--- src/design/smr_pkg.sv ---
// Shared types and constants for the spiral matrix reorder block.
`timescale 1ns / 1ps

package smr_pkg;

	localparam int MAX_ROWS        = 16;
	localparam int MAX_COLS        = 16;
	localparam int DATA_WIDTH_DEF  = 32;
	localparam int STORE_DEPTH     = MAX_ROWS * MAX_COLS;
	localparam int ROW_W           = (MAX_ROWS > 1) ? $clog2(MAX_ROWS) : 1;
	localparam int COL_W           = (MAX_COLS > 1) ? $clog2(MAX_COLS) : 1;
	localparam int ADDR_W          = (STORE_DEPTH > 1) ? $clog2(STORE_DEPTH) : 1;
	localparam int CNT_W           = $clog2(STORE_DEPTH + 1);
	localparam int SIZE_W          = 5;
	localparam int RING_W          = 3;
	localparam int CFG_IDX_W       = 1;
	localparam int QUEUE_DEPTH     = 2;

	typedef enum logic {
		CMD_LOAD  = 1'b0,
		CMD_FETCH = 1'b1
	} cmd_t;

	typedef enum logic [CFG_IDX_W-1:0] {
		REG_ROW_COUNT = 1'b0,
		REG_COL_COUNT = 1'b1
	} reg_idx_t;

	typedef enum logic [1:0] {
		DIR_RIGHT = 2'd0,
		DIR_DOWN  = 2'd1,
		DIR_LEFT  = 2'd2,
		DIR_UP    = 2'd3
	} dir_t;

	typedef struct packed {
		cmd_t              op;
		logic [ADDR_W-1:0] addr;
		logic [ROW_W-1:0]  row;
		logic [COL_W-1:0]  col;
		logic              last;
	} smr_entry_t;

endpackage

--- src/design/smr_queue.sv ---
// Short FIFO of store ops between the front end and the back end.
`timescale 1ns / 1ps

module smr_queue import smr_pkg::*; #(
	parameter int DATA_WIDTH = DATA_WIDTH_DEF
) (
	input  logic                  clk,
	input  logic                  arst_n,
	input  logic                  push,
	input  smr_entry_t            push_entry,
	input  logic [DATA_WIDTH-1:0] push_data,
	output logic                  q_ready,
	output logic                  q_valid,
	output smr_entry_t            head_entry,
	output logic [DATA_WIDTH-1:0] head_data,
	input  logic                  pop
);

	localparam int QPTR_W = (QUEUE_DEPTH > 1) ? $clog2(QUEUE_DEPTH) : 1;
	localparam int QCNT_W = $clog2(QUEUE_DEPTH + 1);

	smr_entry_t            entry_q [QUEUE_DEPTH];
	logic [DATA_WIDTH-1:0] data_q  [QUEUE_DEPTH];
	logic [QPTR_W-1:0]     wr_ptr_q, rd_ptr_q;
	logic [QCNT_W-1:0]     count_q;
	logic                  do_pop;

	assign q_ready    = count_q != QCNT_W'(QUEUE_DEPTH);
	assign q_valid    = count_q != '0;
	assign head_entry = entry_q[rd_ptr_q];
	assign head_data  = data_q[rd_ptr_q];
	assign do_pop     = pop && q_valid;

	always_ff @(posedge clk) begin
		if (push) begin
			entry_q[wr_ptr_q] <= push_entry;
			data_q[wr_ptr_q]  <= push_data;
		end
	end

	always_ff @(posedge clk or negedge arst_n) begin
		if (!arst_n) begin
			wr_ptr_q <= '0;
			rd_ptr_q <= '0;
			count_q  <= '0;
		end else begin
			if (push)
				wr_ptr_q <= (wr_ptr_q == QPTR_W'(QUEUE_DEPTH - 1)) ? '0 : wr_ptr_q + QPTR_W'(1);
			if (do_pop)
				rd_ptr_q <= (rd_ptr_q == QPTR_W'(QUEUE_DEPTH - 1)) ? '0 : rd_ptr_q + QPTR_W'(1);
			if (push && !do_pop)
				count_q <= count_q + QCNT_W'(1);
			else if (!push && do_pop)
				count_q <= count_q - QCNT_W'(1);
		end
	end

`ifndef ASSERT_OFF
	a_count_bound: assert property (@(posedge clk) disable iff (!arst_n)
		count_q <= QCNT_W'(QUEUE_DEPTH))
		else $error("queue count beyond depth");
`endif

endmodule

--- config.mk ---
export PLATFORM = sky130hd
export DESIGN_NAME = smr_queue
export DESIGN_NICKNAME = d
export VERILOG_FILES = /design/src/design/smr_pkg.sv /design/src/design/smr_queue.sv
export SDC_FILE = /design/constraint.sdc
export NUM_CORES = 1
export LEC_CHECK = 0
export BUFFER_PORTS_ARGS = -buffer_cell sky130_fd_sc_hd__buf_2
export CAP_MARGIN = 10
export CORE_ASPECT_RATIO = 2
export CORE_MARGIN = 2
export CORE_UTILIZATION = 50
export DETAILED_ROUTE_END_ITERATION = 7
export PLACE_DENSITY = 0.86
export SETUP_SLACK_MARGIN = 0.4
export SLEW_MARGIN = 0
export SYNTH_ARGS = -nofsm -noshare
export SYNTH_HDL_FRONTEND = slang
export SYNTH_SLANG_ARGS = --single-unit
--- constraint.sdc ---
create_clock -name clk -period 5.63 [get_ports clk]
set_input_delay 0.563 -clock clk [delete_from_list [all_inputs] [get_ports clk]]
set_output_delay 0.563 -clock clk [all_outputs]
set_load 0.1 [all_outputs]
# Word-level counts from Yosys, hierarchy flattened
# Memories as Yosys holds them, arrays and structs flattened.
# Index checks and enable logic that the tools add are counted.
# totals
register_bits	4
ramBits	100
out_inout_bits	52
wordCells	23
memories	2
# op_classes
addsub	4
eq_ne	1
mux	6
n_reduce_logical	7
# memory_table
name	depth	width	read_ports	rd_clocked_by_memory_dff	wr	line	source
data_q	2	32	1	0	1	smr_queue.sv:23	logic [DATA_WIDTH-1:0] data_q [QUEUE_DEPTH];
entry_q	2	18	1	0	1	smr_queue.sv:22	smr_entry_t entry_q [QUEUE_DEPTH];
# op_table
op	n
$mux W1	4
$mux W2	2
$reduce_bool A2 Y1	2
$logic_and A1 B1 Y1	3
$add A1 B1 Y1 const B	2
$add A2 B1 Y2 const B	1
$logic_not A1 Y1	2
$ne A2 B2 Y1 const B	1
$sub A2 B1 Y2 const B	1

# Longest topological paths before layout
# Gate-level depths: netlist of run 1.
# logic_depth
word_depth	5
depth_mapped	6
mapped_depth_nobuf	6

# Worst setup path before layout of run 1
# Ideal clock, no wire load.
# synth_timing
path_kind	in2reg
from	input port push
to	memory data_q[0][0] (netlist name), enable pin
setup_ns	0.464
arrival_time_ns	2.779
required_time_ns	5.166
slack_ns	2.387
path_stages	1
n_path_buf	0
cell_sequence	nor2b_1
# synth_between
elab_chain_len	2
# synth_rtl
item	line	source
start, declared	smr_queue.sv:9	input logic push,
$mux W1	smr_queue.sv:35	if (push) begin
$mux W1 (implied by the code)	smr_queue.sv:37	data_q[wr_ptr_q] <= push_data;
end, declared	smr_queue.sv:23	
# Every way passes these cells.

# Worst setup path in the final report of run 1
# layout_timing
from	register rd_ptr_q
to	output port head_data[26]
# layout_between
elab_chain_len	1
# layout_rtl
item	line	source
start, declared	smr_queue.sv:24	logic [QPTR_W-1:0] wr_ptr_q, rd_ptr_q;
start signal, assigned	smr_queue.sv:50	rd_ptr_q <= (rd_ptr_q == QPTR_W'(QUEUE_DEPTH - 1)) ? '0 : rd_ptr_q + QPTR_W'(1);
$mem_v2 Z2 W32	--	
end, declared	smr_queue.sv:15	output logic [DATA_WIDTH-1:0] head_data,
# Every way passes these cells.

==> flow_summary.json, run 1 <==
{
  "end_kind": "primary output",
  "path_max_fanout": 51,
  "n_antenna_cell": 0,
  "min_path_type": "in2async",
  "r2r_end": "data_q[0][10]",
  "die_area_mm2": 0.00888,
  "cts_tree": "yes",
  "criticalPathCategory": "reg2out",
  "yosys.area_share.xor_xnor": 0.0108,
  "synth_adder_area_share": 0.00309,
  "rsz0062_at_grt": "no",
  "place_ws_ns": 3.27,
  "critPathRequiredTime_ns": 5.07,
  "wl_per_cell_um": 16.3,
  "grt_pass1_wl_um": 9400,
  "drc": 0,
  "slew_headroom": 0.367,
  "syn_to_final_growth_pct": 20.8,
  "synth_top_family_by_area": "multiplexers",
  "syn_inst": 172,
  "cp.arrival_ns": 2.16,
  "initial_utilization": 0.514,
  "max_freq_mhz": 367,
  "synth_simple_gate_area_frac": 0.00803,
  "fin_ws_ns": 2.91,
  "worstMarginPinSlew_ns": 0.950,
  "syn_avg_cell_area_um2": 23.5,
  "synth_top_area_cell": "edfxtp_1",
  "post_cts_resized": 0,
  "first_global_vias": 1943,
  "cts-buffers-inserted": 9,
  "clock-sinks": 104,
  "yosys.area.top_type_share": 0.741,
  "core_mm2": 0.00789,
  "place_hpwl_um": 4260,
  "die_y_um": 131,
  "drv_cap": 0,
  "cts_buffer_depth": 2,
  "ff2ff_setup_slack_ns": 3.90,
  "n_fill_cell": 551,
  "post_cts_buffers": 0,
  "drtIter0Drc": 77,
  "status": "finished clean",
  "ioPinCount": 106,
  "synth_cell_types": 15,
  "fin_nets": 339,
  "numPortBuffers": 105,
  "clk_latency_ns": 0.34,
  "utilization": 0.620,
  "ant_nets": 0,
  "grt_max_degree": 52,
  "placed_cells": 369,
  "routed_via_density": 5.02,
  "clkTransAtPathRegs_ns": 0.06,
  "synthTopCellsByArea": "edfxtp_1 (74%), mux2_4 (18%), buf_12 (2.5%)",
  "synth_seq_cells": 104,
  "antenna_found_initial": 0,
  "hold_viol": 0,
  "setup_viol": 0,
  "grtUsageTotal": 0.153,
  "multi_input_area_um2": 845,
  "place_congestion": 0.674,
  "setup_tns_ns": 0,
  "holdBufCountCts": 0,
  "fp.dieW_um": 67.6,
  "min_period_ns": 2.72,
  "post_layout_nonfiller_instances": 384,
  "r2r-start": "wr_ptr_q",
  "synth-compound-area-share": 0,
  "syn-num-nets": 227,
  "fin_skew_ns": 0.00328,
  "h-tree-depth": 3,
  "startpoint_type": "register",
  "root_buffer": "clkbuf_16",
  "vias": 1927,
  "yosysWarnings": 0,
  "drive_above_1_share": 0.597,
  "synthMuxAreaShare": 0.184,
  "reg2reg_depth": 2,
  "gr-total-overflow": 0,
  "first_pass_iters": 4,
  "row_count": 46,
  "slew_viol_final": 0,
  "wirelength_um": 6270,
  "timing.final.crit_share": 0.484,
  "yosysSeqAreaShare": 0.766,
  "regArea_mm2": 0.00311,
  "syn_area_mm2": 0.00405
}
-- area by class of cell --
type,count,area share
Sequential cell,104,0.635
Multi-Input combinational cell,62,0.173
Timing Repair Buffer,107,0.111
Clock buffer,11,0.0476
Tap cell,96,0.0246
Clock inverter,4,0.00947
-- kinds of logic (layout without fill, tap and decap cells) --
| group | after synthesis | count (layout) |
|---|---|---|
| xor gates and xnor gates | 5 | 5 |
| adders and majority gates | 1 | 1 |
| buffers and inverters | 6 | 122 |
| DFF | 104 | 104 |
| muxes | 50 | 50 |
| and+or+nand+nor | 6 | 6 |
-- state kept, by name, summed over array words and instances, names as in the netlist --
register / flops
count_q: 2
rd_ptr_q: 1
data_q: 64
wr_ptr_q: 1
entry_q: 36
-- worst max-delay path, cell delays in order (launching register included) --
cell	delay (ns)
dfrtp_4	1.01
mux2_4	0.30
buf_2	0.42
-- how the worst max path moves through the flow --
stage | startpoint | end | slack [ns] | cells past startpoint
after global routing | rd_ptr_q | head_data[20] | 2.83 | 2
after CTS | rd_ptr_q | head_data[16] | 2.90 | 2
after floorplan | push | data_q[0][0] | 2.39 | 1
after global placement | rd_ptr_q | head_data[6] | 3.29 | 2
after detailed placement | rd_ptr_q | head_data[16] | 3.27 | 2
final | rd_ptr_q | head_data[26] | 2.91 | 2
-- cells in the mapped netlist --
library cell,instances
xor2_1,3
dfrtp_1,4
buf_12,5
nand2_1,1
buf_6,1
xnor2_1,2
and2_1,1
mux2_4,49
nor2_1,1
ha_1,1
edfxtp_1,100
or2_1,1
nand2b_1,1
mux2_2,1
nor2b_1,1
-- through the flow --
stage | hold WS (ns) | instance area, um2
final | 0.0210 | 4890
after detailed placement | 0.373 | 4610
after global routing | 0.00587 | 4890
after CTS | 0.00672 | 4890
after global placement | 0.371 | 4610
after floorplan | 0.267 | 4050
-- cell usage in the layout (no fill, tap or decap) --
master and instances:
and2_2 1, buf_2 105, buf_4 2, bufinv_16 1, clkbuf_1 2, clkbuf_16 9, clkinv_1 1, clkinv_2 1
clkinvlp_4 1, dfrtp_1 3, dfrtp_4 1, edfxtp_1 100, ha_1 1, mux2_2 1, mux2_4 49, nand2_1 1
nand2b_1 1, nor2_1 1, nor2b_4 1, or2_1 1, xnor2_1 2, xor2_1 3
-- per-layer routing --
layer | track usage | routed length [um] | share of wire | vias up
met5 | 0 | 0 | 0 | -
met1 | 0.149 | 2130 | 0.34 | 958
met4 | 0.0964 | 225 | 0.036 | 0
met3 | 0.0591 | 396 | 0.063 | 14
met2 | 0.255 | 3520 | 0.56 | 60
li1 | - | - | - | 895
Power of run 1 is not shown: default switching activity piles up to over one toggle a cycle in this logic, so the estimate is an artifact.
==> run 2, diff against run 1 <==
Settings changed: CORE_UTILIZATION 50 to 47, PLACE_DENSITY 0.86 to 0.85.
Clock period 5.63 ns to 2.3 ns, I/O delays scaled along.
==> flow_summary.json, run 2 (synthesis results as in run 1) <==
{
  "status": "finished clean",
  "clkTransAtPathRegs_ns": 0.07,
  "ioPinCount": 106,
  "layout_commonest_cell": "edfxtp_1",
  "critPathRequiredTime_ns": 2.07,
  "cts_buffer_depth": 2,
  "clock-sinks": 104,
  "n_antenna_cell": 0,
  "core_mm2": 0.00853,
  "cts-buffers-inserted": 9,
  "cp.arrival_ns": 1.64,
  "h-tree-depth": 3,
  "routed_via_density": 4.90,
  "drv_cap": 0,
  "wl_met3_um": 281,
  "gr-total-overflow": 0,
  "timing.final.crit_share": 0.811,
  "place_hpwl_um": 4490,
  "numPortBuffers": 105,
  "wl_per_cell_um": 17.3,
  "initial_utilization": 0.475,
  "worstMarginPinSlew_ns": 0.485,
  "min_from": "push_entry[1]",
  "reg2reg_depth": 5,
  "final_cell_mix": "edfxtp_1 (100), buf_2 (55), mux2_4 (49)",
  "vias": 1942,
  "place_ws_ns": 0.284,
  "clk_latency_ns": 0.33,
  "rsz0062_at_grt": "yes",
  "routed-wl-met2_um": 3990,
  "startpoint_type": "register",
  "regArea_mm2": 0.00311,
  "n_fill_cell": 638,
  "wirelength_um": 6840,
  "ant_nets": 0,
  "grtUsageTotal": 0.145,
  "fin_ws_ns": 0.435,
  "antenna_found_initial": 0,
  "max_freq_mhz": 536,
  "largest_reg_flops": 64,
  "setup_tns_ns": 0,
  "top_register": "data_q",
  "end_kind": "primary output",
  "criticalPathCategory": "reg2out",
  "hold_depth": 1,
  "wl_met1_um": 2390,
  "path_cells": "buf_6 -> mux2_4 -> clkbuf_4",
  "drc": 0,
  "cts_tree": "yes",
  "grt_max_degree": 26,
  "max_stage_delay_ns": 0.52,
  "fp.dieW_um": 69.6,
  "r2r-start": "count_q[0]",
  "slew_viol_final": 0,
  "r2r_end": "count_q[1]",
  "drtIter0Drc": 107,
  "row_count": 48,
  "place_congestion": 0.684,
  "syn_to_final_growth_pct": 28.4,
  "multi_input_area_um2": 845,
  "root_buffer": "clkbuf_16",
  "grt_pass1_wl_um": 10100,
  "first_global_vias": 2021,
  "hold_end": "entry_q[1][1]",
  "first_pass_iters": 4,
  "fin_skew_ns": 0.00664,
  "die_y_um": 135,
  "path_max_fanout": 10,
  "drive_above_1_share": 0.608,
  "setup_viol": 0,
  "min_path_type": "in2reg",
  "slowest_stage": "dfrtp_4",
  "min_period_ns": 1.87,
  "fin_nets": 346,
  "hold_viol": 0,
  "slew_headroom": 0.679,
  "ff2ff_setup_slack_ns": 0.81,
  "whs_ns": 0.0811,
  "reg_top3": "data_q x64, entry_q x36, count_q x2",
  "die_area_mm2": 0.00942,
  "top_layer_used": "met4"
}
[run 2: layout make-up]
| class | count | share of cell area |
|---|---|---|
| Multi-Input combinational cell | 62 | 0.162 |
| Timing Repair Buffer | 114 | 0.165 |
| Clock buffer | 10 | 0.0440 |
| Sequential cell | 104 | 0.598 |
| Clock inverter | 6 | 0.00698 |
| Tap cell | 100 | 0.0241 |
[run 2: timing repair]
action	4_1_cts	5_1_grt
resized for setup	25	18
setup endpoints to repair	50	24
hold buffers	1	0
hold endpoints to repair	4	0
buffers inserted	4	0
gates cloned	0	0
[run 2: worst max-delay path: cells and delay by family, from the launching register on]
family   cells  cell delay, ns
flops        1            0.52
buf+inv      2            0.46
mux          1            0.31
[run 2: worst max-delay path by stage]
stage | to | start | depth (start not counted) | slack, ns
2_1_floorplan | count_q[1] | count_q[0] | 6 | 0.58
3_3_place_gp | head_entry[16] | rd_ptr_q | 2 | 0.28
3_5_place_dp | head_entry[2] | rd_ptr_q | 2 | 0.28
4_1_cts | head_entry[2] | rd_ptr_q | 3 | 0.33
5_1_grt | head_entry[2] | rd_ptr_q | 3 | 0.39
6_report | head_entry[2] | rd_ptr_q | 3 | 0.43
[run 2: through the flow]
| stage | util | instance area, um2 | instances |
|---|---|---|---|
| 6_report | 0.610 | 5200 | 396 |
| 5_1_grt | 0.610 | 5200 | 396 |
| 4_1_cts | 0.604 | 5150 | 396 |
| 3_5_place_dp | 0.557 | 4750 | 375 |
| 3_3_place_gp | 0.557 | 4750 | 375 |
| 2_1_floorplan | - | 4060 | 172 |
[run 2: per-layer routing]
metal	GRT usage	vias up
met1	0.143	960
met2	0.275	56
met4	0.0737	0
met5	0	-
met3	0.0357	14
li1	-	912
Power of run 2 is left out for the same reason.
