$ cat config.mk
export PLATFORM = sky130hd
export DESIGN_NAME = smr_front
export DESIGN_NICKNAME = d
export VERILOG_FILES = /design/src/design/smr_pkg.sv /design/src/design/smr_front.sv
export SDC_FILE = /design/constraint.sdc
export NUM_CORES = 1
export LEC_CHECK = 0
export ABC_AREA = 1
export BUFFER_PORTS_ARGS = -buffer_cell sky130_fd_sc_hd__buf_2
export CORE_ASPECT_RATIO = 1.25
export CORE_UTILIZATION = 50
export DETAILED_ROUTE_END_ITERATION = 10
export GPL_TIMING_DRIVEN = 0
export PLACE_DENSITY = 0.7
export SYNTH_ARGS = -nofsm -noshare
export SYNTH_HDL_FRONTEND = slang
export SYNTH_SLANG_ARGS = --single-unit
$ cat constraint.sdc
create_clock -name clk -period 10.3 [get_ports clk]
set_clock_uncertainty 0.15 [all_clocks]
set_input_delay 2.575 -clock clk [delete_from_list [all_inputs] [get_ports clk]]
set_output_delay 2.575 -clock clk [all_outputs]
set_load 0.005 [all_outputs]
$ cat src/design/smr_pkg.sv
// Shared types and constants for the spiral matrix reorder block.
`timescale 1ns / 1ps

package smr_pkg;

	localparam int MAX_ROWS        = 16;
	localparam int MAX_COLS        = 16;
	localparam int DATA_WIDTH_DEF  = 32;
	localparam int STORE_DEPTH     = MAX_ROWS * MAX_COLS;
	localparam int ROW_W           = (MAX_ROWS > 1) ? $clog2(MAX_ROWS) : 1;
	localparam int COL_W           = (MAX_COLS > 1) ? $clog2(MAX_COLS) : 1;
	localparam int ADDR_W          = (STORE_DEPTH > 1) ? $clog2(STORE_DEPTH) : 1;
	localparam int CNT_W           = $clog2(STORE_DEPTH + 1);
	localparam int SIZE_W          = 5;
	localparam int RING_W          = 3;
	localparam int CFG_IDX_W       = 1;
	localparam int QUEUE_DEPTH     = 2;

	typedef enum logic {
		CMD_LOAD  = 1'b0,
		CMD_FETCH = 1'b1
	} cmd_t;

	typedef enum logic [CFG_IDX_W-1:0] {
		REG_ROW_COUNT = 1'b0,
		REG_COL_COUNT = 1'b1
	} reg_idx_t;

	typedef enum logic [1:0] {
		DIR_RIGHT = 2'd0,
		DIR_DOWN  = 2'd1,
		DIR_LEFT  = 2'd2,
		DIR_UP    = 2'd3
	} dir_t;

	typedef struct packed {
		cmd_t              op;
		logic [ADDR_W-1:0] addr;
		logic [ROW_W-1:0]  row;
		logic [COL_W-1:0]  col;
		logic              last;
	} smr_entry_t;

endpackage

$ cat src/design/smr_front.sv
// Front end: takes items, holds the load pointer and spiral walker, issues store ops.
`timescale 1ns / 1ps

module smr_front import smr_pkg::*; #(
	parameter int DATA_WIDTH = DATA_WIDTH_DEF
) (
	input  logic                  clk,
	input  logic                  arst_n,
	input  logic                  cfg_we,
	input  logic [CFG_IDX_W-1:0]  cfg_index,
	input  logic [SIZE_W-1:0]     cfg_data,
	input  logic                  in_valid,
	output logic                  in_ready,
	input  logic                  command,
	input  logic [DATA_WIDTH-1:0] in_value,
	output logic                  push,
	output smr_entry_t            push_entry,
	output logic [DATA_WIDTH-1:0] push_data,
	input  logic                  q_ready
);

	function automatic logic [SIZE_W-1:0] clamp_size(input logic [SIZE_W-1:0] v,
		input logic [SIZE_W:0] hi);
		logic [SIZE_W-1:0] r;
		r = v;
		if (v == '0)
			r = SIZE_W'(1);
		else if ({1'b0, v} > hi)
			r = SIZE_W'(hi);
		return r;
	endfunction

	logic [SIZE_W-1:0]   rows_q, cols_q;
	logic [ADDR_W-1:0]   load_ptr_q, emit_q;
	logic [ROW_W-1:0]    cur_row_q, row_n;
	logic [COL_W-1:0]    cur_col_q, col_n;
	logic [RING_W-1:0]   ring_q, ring_n;
	dir_t                dir_q, dir_n;
	logic [CNT_W-1:0]    total;
	logic [CNT_W-1:0]    load_next, emit_next;
	logic                load_wrap, emit_last;
	logic [SIZE_W-1:0]   bottom, right, top_p1, ring_ext;
	logic [ROW_W+SIZE_W-1:0] fetch_addr;
	logic                accept, fetch;

	assign total      = CNT_W'(rows_q) * CNT_W'(cols_q);
	assign load_next  = CNT_W'(load_ptr_q) + CNT_W'(1);
	assign emit_next  = CNT_W'(emit_q) + CNT_W'(1);
	assign load_wrap  = load_next >= total;
	assign emit_last  = emit_next >= total;
	assign fetch_addr = (ROW_W+SIZE_W)'(cur_row_q) * (ROW_W+SIZE_W)'(cols_q)
		+ (ROW_W+SIZE_W)'(cur_col_q);

	assign in_ready = q_ready;
	assign accept   = in_valid && in_ready;
	assign fetch    = cmd_t'(command) == CMD_FETCH;

	assign ring_ext = SIZE_W'(ring_q);
	assign bottom   = rows_q - SIZE_W'(1) - ring_ext;
	assign right    = cols_q - SIZE_W'(1) - ring_ext;
	assign top_p1   = ring_ext + SIZE_W'(1);

	always_comb begin
		push              = accept;
		push_data         = in_value;
		push_entry.op     = fetch ? CMD_FETCH : CMD_LOAD;
		push_entry.addr   = fetch ? ADDR_W'(fetch_addr) : load_ptr_q;
		push_entry.row    = cur_row_q;
		push_entry.col    = cur_col_q;
		push_entry.last   = emit_last;
	end

	// next spiral position, stepping into the next ring once the current one is done
	always_comb begin
		row_n  = cur_row_q;
		col_n  = cur_col_q;
		dir_n  = dir_q;
		ring_n = ring_q;
		case (dir_q)
			DIR_RIGHT: begin
				if (SIZE_W'(cur_col_q) < right) begin
					col_n = cur_col_q + COL_W'(1);
				end else begin
					dir_n = DIR_DOWN;
					row_n = cur_row_q + ROW_W'(1);
				end
			end
			DIR_DOWN: begin
				if (SIZE_W'(cur_row_q) < bottom) begin
					row_n = cur_row_q + ROW_W'(1);
				end else begin
					dir_n = DIR_LEFT;
					col_n = cur_col_q - COL_W'(1);
				end
			end
			DIR_LEFT: begin
				if (SIZE_W'(cur_col_q) > ring_ext) begin
					col_n = cur_col_q - COL_W'(1);
				end else if (SIZE_W'(cur_row_q) > top_p1) begin
					dir_n = DIR_UP;
					row_n = cur_row_q - ROW_W'(1);
				end else begin
					ring_n = ring_q + RING_W'(1);
					row_n  = ROW_W'(ring_n);
					col_n  = COL_W'(ring_n);
					dir_n  = DIR_RIGHT;
				end
			end
			DIR_UP: begin
				if (SIZE_W'(cur_row_q) > top_p1) begin
					row_n = cur_row_q - ROW_W'(1);
				end else begin
					ring_n = ring_q + RING_W'(1);
					row_n  = ROW_W'(ring_n);
					col_n  = COL_W'(ring_n);
					dir_n  = DIR_RIGHT;
				end
			end
			default: begin
				dir_n = DIR_RIGHT;
			end
		endcase
	end

	always_ff @(posedge clk or negedge arst_n) begin
		if (!arst_n) begin
			rows_q     <= SIZE_W'(MAX_ROWS > 16 ? 16 : MAX_ROWS);
			cols_q     <= SIZE_W'(MAX_COLS > 16 ? 16 : MAX_COLS);
			load_ptr_q <= '0;
			emit_q     <= '0;
			cur_row_q  <= '0;
			cur_col_q  <= '0;
			ring_q     <= '0;
			dir_q      <= DIR_RIGHT;
		end else if (cfg_we) begin
			case (reg_idx_t'(cfg_index))
				REG_ROW_COUNT: rows_q <= clamp_size(cfg_data, (SIZE_W+1)'(MAX_ROWS));
				REG_COL_COUNT: cols_q <= clamp_size(cfg_data, (SIZE_W+1)'(MAX_COLS));
				default: ;
			endcase
			load_ptr_q <= '0;
			emit_q     <= '0;
			cur_row_q  <= '0;
			cur_col_q  <= '0;
			ring_q     <= '0;
			dir_q      <= DIR_RIGHT;
		end else if (accept && !fetch) begin
			load_ptr_q <= load_wrap ? '0 : ADDR_W'(load_next);
		end else if (accept && emit_last) begin
			emit_q    <= '0;
			cur_row_q <= '0;
			cur_col_q <= '0;
			ring_q    <= '0;
			dir_q     <= DIR_RIGHT;
		end else if (accept) begin
			emit_q    <= ADDR_W'(emit_next);
			cur_row_q <= row_n;
			cur_col_q <= col_n;
			ring_q    <= ring_n;
			dir_q     <= dir_n;
		end
	end

`ifndef ASSERT_OFF
	a_pos_in_matrix: assert property (@(posedge clk) disable iff (!arst_n)
		(SIZE_W'(cur_row_q) < rows_q) && (SIZE_W'(cur_col_q) < cols_q))
		else $error("spiral position outside matrix");
	a_emit_below_total: assert property (@(posedge clk) disable iff (!arst_n)
		CNT_W'(emit_q) < total)
		else $error("emit count reached total");
	a_load_below_total: assert property (@(posedge clk) disable iff (!arst_n)
		CNT_W'(load_ptr_q) < total)
		else $error("load pointer reached total");
`endif

endmodule

Word level (Yosys, flattened, before mapping)
Cells that the tools add are included.
Word-level totals
  word-level logic and storage cells: 103
  output and inout port bits: 52
  flip-flop bits (word level): 39
  input port bits: 44
Cells by class
  equality and inequality tests: 10
  order comparisons: 7
  bitwise operators: 1
  add/sub/neg operators: 13
  muxes and demuxes: 46
  multiply operators: 2
  reduce and logical (&&, ||, !) cells: 16
Operators with widths (count)
  4-bit 2-to-1 mux: 16
  8-bit 2-to-1 mux: 8
  4-bit one-hot mux with 4 select lines: 2
  4-bit != test (second input constant): 6
  8-bit by 1-bit adder with 9-bit output (second input constant): 2
  9-bit greater-or-equal comparator: 2
  2-bit 2-to-1 mux: 9
  3-bit 2-to-1 mux: 6
  4-bit by 5-bit < comparator with 1-bit output: 2
  5-bit 2-to-1 mux: 2
  5-bit by 1-bit subtractor with 5-bit output (second input constant): 2
  5-bit by 3-bit subtractor with 5-bit output: 2
  5-bit by 5-bit multiplier with 9-bit output: 1
  4-bit by 1-bit adder with 4-bit output (second input constant): 2
  8-bit by 4-bit adder with 8-bit output: 1
  4-bit by 5-bit multiplier with 8-bit output: 1
  2-bit one-hot mux with 4 select lines: 1
  4-bit AND reduction: 2
  4-bit by 1-bit subtractor with 4-bit output (second input constant): 2
  3-bit one-hot mux with 2 select lines: 1
  2-bit AND reduction: 3
  6-bit AND reduction: 1
  5-bit > comparator (second input constant): 1
  5-bit zero test: 1
  16 further kinds: 19

Depth between registers and ports, before layout
Gate-level depths: netlist of the first run.
  word-level depth: 9
  depth in mapped cells: 29
  depth with buffers taken out: 28

Least setup slack after synthesis of the first run
No wires, ideal clock.
  path kind: flip-flop to output port
  from: reg cols_q[4]
  to: out push_entry[0] in the netlist's numbering
  path buffers: 2
  cell stages (with the launch flop): 22
  data required time: 7.575 ns
  path slack: 3.401 ns
  arrival time: 4.174 ns
  cells stage by stage: dfstp_2 > clkbuf_1 > nand2_1 > fa_1 > fa_1 > fa_1 > inv_1 > ha_1 > nand2_1 > nand2_1 > a31oi_1 > xor2_1 > ha_1 > nand2_1 > inv_1 > nand3_1 > nand2_1 > a21oi_1 > nand2_1 > nand2_1 > nand2_2 > buf_4
Between the ends
  longest elaborated chain between the ends: 2
Ends and longest elaborated chain
  from (decl): line smr_front.sv:33  | logic [SIZE_W-1:0] rows_q, cols_q;
  from (signal assigned): line smr_front.sv:128  | cols_q <= SIZE_W'(MAX_COLS > 16 ? 16 : MAX_COLS);
  from (signal assigned): line smr_front.sv:138  | REG_COL_COUNT: cols_q <= clamp_size(cfg_data, (SIZE_W+1)'(MAX_COLS));
  5-bit by 5-bit multiplier with 9-bit output: line smr_front.sv:46  | assign total = CNT_W'(rows_q) * CNT_W'(cols_q);
  9-bit greater-or-equal comparator: line smr_front.sv:50  | assign emit_last = emit_next >= total;
  to (decl): line smr_front.sv:17  | output smr_entry_t push_entry,
Every way passes these cells.

Worst setup path after layout of the first run
Ends and elaborated chain as after synthesis.

==> results of run 1 <==
power groups by stage:
stage / sequential (mW) / clock, mW / combinational, mW
after floorplan: 0.211 / 0 / 0.462
after global placement: 0.225 / 0 / 0.600
after detailed placement: 0.226 / 0 / 0.621
after CTS: 0.224 / 0.190 / 0.628
after global routing: 0.230 / 0.196 / 0.724
final: 0.224 / 0.185 / 0.630
per-stage QoR:
stage	hold WS (ps)	instance area, µm²	power (mW)	cells
2_1_floorplan	324.7	5165	0.6729	732
3_3_place_gp	346.2	5642	0.8245	924
3_5_place_dp	364.5	5642	0.8474	924
4_1_cts	376.1	5816	1.042	932
5_1_grt	420.7	5816	1.149	932
6_report	386.4	5816	1.039	932
per-layer routing:
metal / global-route usage (%) / up-vias
met5: 0 / -
met4: 8.205 / 0
met3: 2.822 / 23
met2: 44.61 / 167
met1: 28.64 / 2260
li1: - / 2412
sequential cells by signal, indices dropped and copies added (netlist names):
signal,count
emit_q,8
ring_q,3
cur_row_q,4
cols_q,5
load_ptr_q,8
cur_col_q,4
rows_q,5
dir_q,2
how the worst max path moves through the flow:
stage                         start       endpoint  slack, ps  cells past startpoint
after detailed placement  cols_q[4]  push_entry[0]       2780                     19
after global routing      cols_q[4]  push_entry[0]       2210                     19
final                     cols_q[4]  push_entry[0]       2420                     19
after CTS                 cols_q[4]  push_entry[0]       2400                     19
after floorplan           cols_q[4]  push_entry[0]       3400                     21
after global placement    cols_q[4]  push_entry[0]       2890                     19
critical path, cell delays in order, from the launching register on:
cell and delay (ps):
dfstp_2 550, clkbuf_1 370, nand2_1 150, fa_1 550, fa_1 540, fa_1 550
inv_1 40, ha_1 370, a21oi_1 160, o21bai_1 100, a21o_1 170, a21oi_1 160
xor2_1 370, ha_1 310, nand2_1 70, inv_1 40, nand2_1 60, nand2_2 80
buf_4 130, buf_2 110
cell usage in the layout (no fill, tap or decap), drive strengths merged, types with 2 or more instances in the layout:
| cell | n |
|---|---|
| a31oi | 2 |
| buf | 101 |
| fa | 18 |
| nor2 | 49 |
| xnor2 | 8 |
| ha | 76 |
| mux2i | 2 |
| clkinv | 2 |
| o21bai | 6 |
| nand3 | 42 |
| nand3b | 2 |
| o211ai | 2 |
| dfrtp | 37 |
| inv | 133 |
| clkbuf | 18 |
| o21ai | 33 |
| a21oi | 27 |
| dfstp | 2 |
| nand2 | 188 |
| nor3 | 5 |
| o22ai | 3 |
| nand4 | 13 |
| o31ai | 4 |
| xor2 | 26 |
kinds of logic after synthesis:
family	count (synthesis)	share of synthesized area (%)
compound gates	79	8.794
xor+xnor	34	5.766
fa+ha+maj	94	25.39
buf+inv	184	16.11
flops	39	18.94
mux	2	0.3876
simple gates	300	24.61
final cells by class:
type	count	area share, %
Multi-Input combinational cell	509	57.68
Sequential cell	39	16.82
Clock buffer	6	2.388
Clock inverter	2	0.6024
Tap cell	129	2.775
Inverter	134	8.649
Timing Repair Buffer	63	5.422
Buffer	50	5.658
==> out/results.md, run 1 <==
Synth
- Main synth FF type: dfrtp_1
- leading area contributor after synthesis: ha_1
- synthesized cell area: 5165 µm²
- count leader, synth: nand2_1
- Post-Synthesis Net Count: 870
- Synth Area per Inst: 7.056 µm²
- Netlist cell types: 39
- commonest cells in the netlist: nand2_1, inv_1, ha_1, nor2_1, nand3_1
- number of flip-flops and latches in the synthesized netlist: 39
- yosys warns: 0
- fraction of synthesized cell area taken by the top area cell type: 18.41%
- cells taking the most area after synthesis: ha_1, dfrtp_1, nand2_1
- share of the yosys chip area belonging to registers: 18.94%
- EDFF count, synth: 0
- proportion of synthesized flip-flops having asynchronous set or reset: 100.0%
- Cells after Synth: 732

Critical path
- endpoint of the most critical register-to-register path: cur_row_q[3]
- type of the setup path with the least slack: reg -> out
- endpoint kind of the worst setup timing path: primary output
- critical path fanouts, max: 10
- Reg2Reg Launch Point: cols_q[4]
- Worst R2R Path Depth: 24
- signal arrival time at the worst endpoint: 5150 ps
- reg-to-reg slack, setup: 4800 ps
- critical path required time: 7580 ps
- Worst Setup Start Kind: flip-flop

Detailed routing
- Pre-antenna DRT Iters: 5
- top routing layer used: met4
- vias per inst: 5.217
- number of vias after detailed routing: 4862
- aggregate routed wire length: 12.42 mm
- number of remaining DRC errors: 0
- detailed router's first-iteration violation count: 270
- DR WL met2: 6.357 mm
- per-cell routed wire length: 13.33 µm
- DRT met1 WL: 5.075 mm
- met3 wire len: 705 µm
- count of antenna-violating nets left after detailed routing: 0

Layout
- area added between synthesis and finish: 12.60%
- number of antenna repair diodes: 0
- fraction of final layout cells with drive strength greater than 1: 15.32%
- Filler Cell Count: 982
- area used by multi-input combinational logic: 3354 µm²
- area used by sequential logic in the layout: 978.4 µm²
- number of nets in the layout: 940
- final core utilization: 57.84%

GRT
- largest net degree at the start of global routing: 40
- antenna violations before repair: 0
- global-route usage over all layers: 24.07%
- total congestion overflow: 0
- global-route wire length before repair: 20.64 mm
- number of global-route vias before repair: 4631

Pwr
- share of power burned in combinational logic: 60.6%
- net switching power figure: 499.4 µW
- share of power burned in registers: 21.6%
- Cell Int Power: 540.0 µW
- leakage power figure: 3.524 nW
- switching portion of total power: 48.05%
- fraction of power consumed by the clock network: 17.8%
- maximum ir drop on the vdd rail: 0.1068 mV
- P per Cell Area: 178.7 nW/µm²

Clock network
- CTS tree: done
- hold buffer count at cts: 0
- CTS Buffer Depth: 2
- clock-pin transition on the worst setup and hold timing paths: 60 ps
- number of levels in the clock H-tree: 2
- clock latency reported for the late side of the worst-skew pair: 290 ps
- CTS-repair resized insts: 0
- number of CTS-inserted buffers: 5
- cell at the root of the clock tree: clkbuf_16
- number of clock sinks: 39
- number of post-CTS setup repair buffers: 0

Min path
- Min-Delay Path Depth: 2
- hold path startpoint: load_ptr_q[1]
- Hold Crit Class: reg -> reg
- endpoint of the worst hold path: load_ptr_q[1]

STA
- final total negative setup slack: 0 ps
- min setup slack post-route: 2425 ps
- normalized max-slew margin: 37.26%
- number of slew-limit violations in the final report: 0
- count of endpoints failing hold in the final timing report: 0
- number of setup violations in the final report: 0
- fmax: 0.1270 GHz
- pin slew with the least headroom to its limit: 941.1 ps
- crit share post-route: 76.46%
- post-layout min period: 7875 ps
- RSZ-0062 raised after global routing: false

Placement
- count of input and output buffers: 63
- worst setup timing slack at the placement stage: 2775 ps
- half-perimeter wire length of the detailed placement result: 9.995 mm
- gp weighted congestion: 0.8668

Floorplan
- Cell Rows: 41
- chip width: 92.91 µm
- # IOs: 96
- core footprint: 10050 µm²
- overall die area: 10740 µm²
- chip height: 115.6 µm
- initial cell density of the core: 51.37%

Job
- reported max-cap violation count: 0

Outcome
- outcome: complete, no violations

Power figures use the tool's default switching activity.
==> inputs of run 2 (changes only) <==
--- a/config.mk
+++ b/config.mk
@@ -11,7 +11,7 @@
 export CORE_UTILIZATION = 50
 export DETAILED_ROUTE_END_ITERATION = 10
 export GPL_TIMING_DRIVEN = 0
-export PLACE_DENSITY = 0.7
+export PLACE_DENSITY = 0.73
 export SYNTH_ARGS = -nofsm -noshare
 export SYNTH_HDL_FRONTEND = slang
 export SYNTH_SLANG_ARGS = --single-unit
==> constraint.sdc (replaced) <==
create_clock -name clk -period 7.2 [get_ports clk]
set_clock_uncertainty 0.15 [all_clocks]
set_input_delay 1.8 -clock clk [delete_from_list [all_inputs] [get_ports clk]]
set_output_delay 1.8 -clock clk [all_outputs]
set_load 0.005 [all_outputs]
==> out/results.md, run 2 (synthesis results as in run 1) <==
Detailed routing
- per-cell routed wire length: 13.54 µm, +1.6%
- top routing layer used: met4
- DR WL met2: 6.450 mm, +1.5%
- detailed router's first-iteration violation count: 197, -27%
- DRT met1 WL: 5.314 mm, +4.7%
- vias per inst: 5.252, +0.68%
- number of vias after detailed routing: 4890, +0.58%
- aggregate routed wire length: 12.61 mm, +1.5%
- met3 wire len: 591 µm, -16%
- Pre-antenna DRT Iters: 5, unchanged
- count of antenna-violating nets left after detailed routing: 0, unchanged
- number of remaining DRC errors: 0, unchanged

Layout
- number of nets in the layout: 939, -0.11%
- area added between synthesis and finish: 12.43%
- number of antenna repair diodes: 0, unchanged
- most frequent standard cell in the layout excluding fill and tap cells: nand2_1
- commonest cells after routing, fill and taps aside: nand2_1, inv_1, ha_1
- Filler Cell Count: 947, -3.6%
- fraction of final layout cells with drive strength greater than 1: 15.34%, +0.019 points
- cell area after layout: 5807 µm², -0.15%
- top flop regs: emit_q (8), load_ptr_q (8)

Clock network
- CTS-repair resized insts: 0, unchanged
- number of clock sinks: 39, unchanged
- cell at the root of the clock tree: clkbuf_16
- number of post-CTS setup repair buffers: 0, unchanged
- clock-pin transition on the worst setup and hold timing paths: 70 ps, about the same
- number of levels in the clock H-tree: 2, unchanged
- hold buffer count at cts: 0, unchanged
- CTS Buffer Depth: 2, unchanged
- CTS tree: done
- clock latency reported for the late side of the worst-skew pair: 290 ps, about the same
- number of CTS-inserted buffers: 5, unchanged

GRT
- antenna violations before repair: 0, unchanged
- largest net degree at the start of global routing: 40, unchanged
- global-route usage over all layers: 24.32%, +0.25 points
- total congestion overflow: 0, unchanged
- global-route wire length before repair: 20.98 mm, +1.6%
- number of global-route vias before repair: 4759, +2.8%

STA
- fmax: 0.1453 GHz
- normalized max-slew margin: 36.15%, -1.1 points
- number of slew-limit violations in the final report: 0, unchanged
- RSZ-0062 raised after global routing: false
- post-layout min period: 6883 ps
- crit share post-route: 95.60%
- number of setup violations in the final report: 0, unchanged
- count of endpoints failing hold in the final timing report: 0, unchanged
- pin slew with the least headroom to its limit: 957.8 ps, +16.62 ps
- final total negative setup slack: 0 ps, unchanged

Min path
- Hold Crit Class: reg -> reg

Placement
- half-perimeter wire length of the detailed placement result: 10.27 mm, +2.7%
- count of input and output buffers: 63, unchanged
- instance area after placement: 5642 µm², unchanged
- gp weighted congestion: 0.9300, +7.3%

Critical path
- critical path required time: 5250 ps, -2330 ps
- type of the setup path with the least slack: reg -> out
- critical path fanouts, max: 10, unchanged
- Worst Setup Start Kind: flip-flop
- signal arrival time at the worst endpoint: 4930 ps, -220 ps
- endpoint kind of the worst setup timing path: primary output

Pwr
- leakage power figure: 3.520 nW, -0.12%
- maximum ir drop on the vdd rail: 0.2044 mV, +91%
- P per Cell Area: 257.9 nW/µm², +44%

Floorplan
- core footprint: 10050 µm², unchanged
- chip width: 92.91 µm, unchanged
- # IOs: 96, unchanged
- initial cell density of the core: 51.37%, unchanged
- overall die area: 10740 µm², unchanged
- Cell Rows: 41, unchanged
- chip height: 115.6 µm, unchanged

Job
- reported max-cap violation count: 0, unchanged

Outcome
- outcome: complete, no violations

[run 2: changes by cell type in the layout (fill, tap and decap cells not counted)]
cell / before / now
clkbuf_8: 1 / 0
clkinv_4: 0 / 1
clkbuf_1: 12 / 11
[run 2: per-layer routing]
| metal | global-route usage [%] | vias up |
|---|---|---|
| met2 | 45.98 | 180 |
| li1 | - | 2408 |
| met1 | 28.76 | 2274 |
| met5 | 0 | - |
| met4 | 7.487 | 0 |
| met3 | 2.428 | 28 |
[run 2: power breakdown]
group	total (mW)	internal (mW)	switching, mW
Clock	0.263	0.164	0.0992
Sequential	0.323	0.256	0.0668
Combinational	0.912	0.346	0.566
Total	1.50	0.766	0.732
[run 2: through the flow]
stage	power [mW]	instances	utilization (%)	hold WS [ps]	setup WS [ps]
CTS	1.497	932	57.79	371.8	136.4
finish	1.498	931	57.75	371.6	316.6
global route	1.645	931	57.75	391.4	55.14
floorplan	0.9626	732	-	324.7	1076
detailed placement	1.224	924	56.11	355.0	452.7
global placement	1.192	924	56.11	348.4	566.6
[run 2: path summary, 6_finish.rpt]
path	from	end	slack, ps	cells after the start
min in group asynchronous	arst_n	cur_col_q[2]	1510	1
worst max-delay path	cols_q[3]	push_entry[0]	320	19
max in group asynchronous	arst_n	load_ptr_q[7]	4790	1
worst min register to register	load_ptr_q[1]	load_ptr_q[1]	370	2
worst max register to register	cols_q[3]	cur_row_q[3]	1950	24
worst min-delay path	load_ptr_q[1]	load_ptr_q[1]	370	2
[run 2: cell type report]
type / count / area [µm²] / area share [%]
multi-input combinational: 509 / 3354 / 57.77
sequential: 39 / 978.4 / 16.85
inverter: 134 / 503.0 / 8.662
buffer: 49 / 325.3 / 5.602
timing repair buffer: 63 / 315.3 / 5.430
tap: 129 / 161.4 / 2.780
clock buffer: 5 / 125.1 / 2.155
clock inverter: 3 / 43.79 / 0.7541
[run 2: critical path, cell delays in order (launching register included)]
cell and delay [ps]:
dfrtp_1 340, clkbuf_1 410, nand2_1 140, fa_1 510
fa_1 530, fa_1 570, inv_1 50, ha_1 360
a21oi_1 160, o21bai_1 110, a21o_1 180, a21oi_1 150
xor2_1 360, ha_1 300, nand2_1 60, inv_1 30
nand2_1 60, nand2_2 70, buf_4 130, buf_2 110
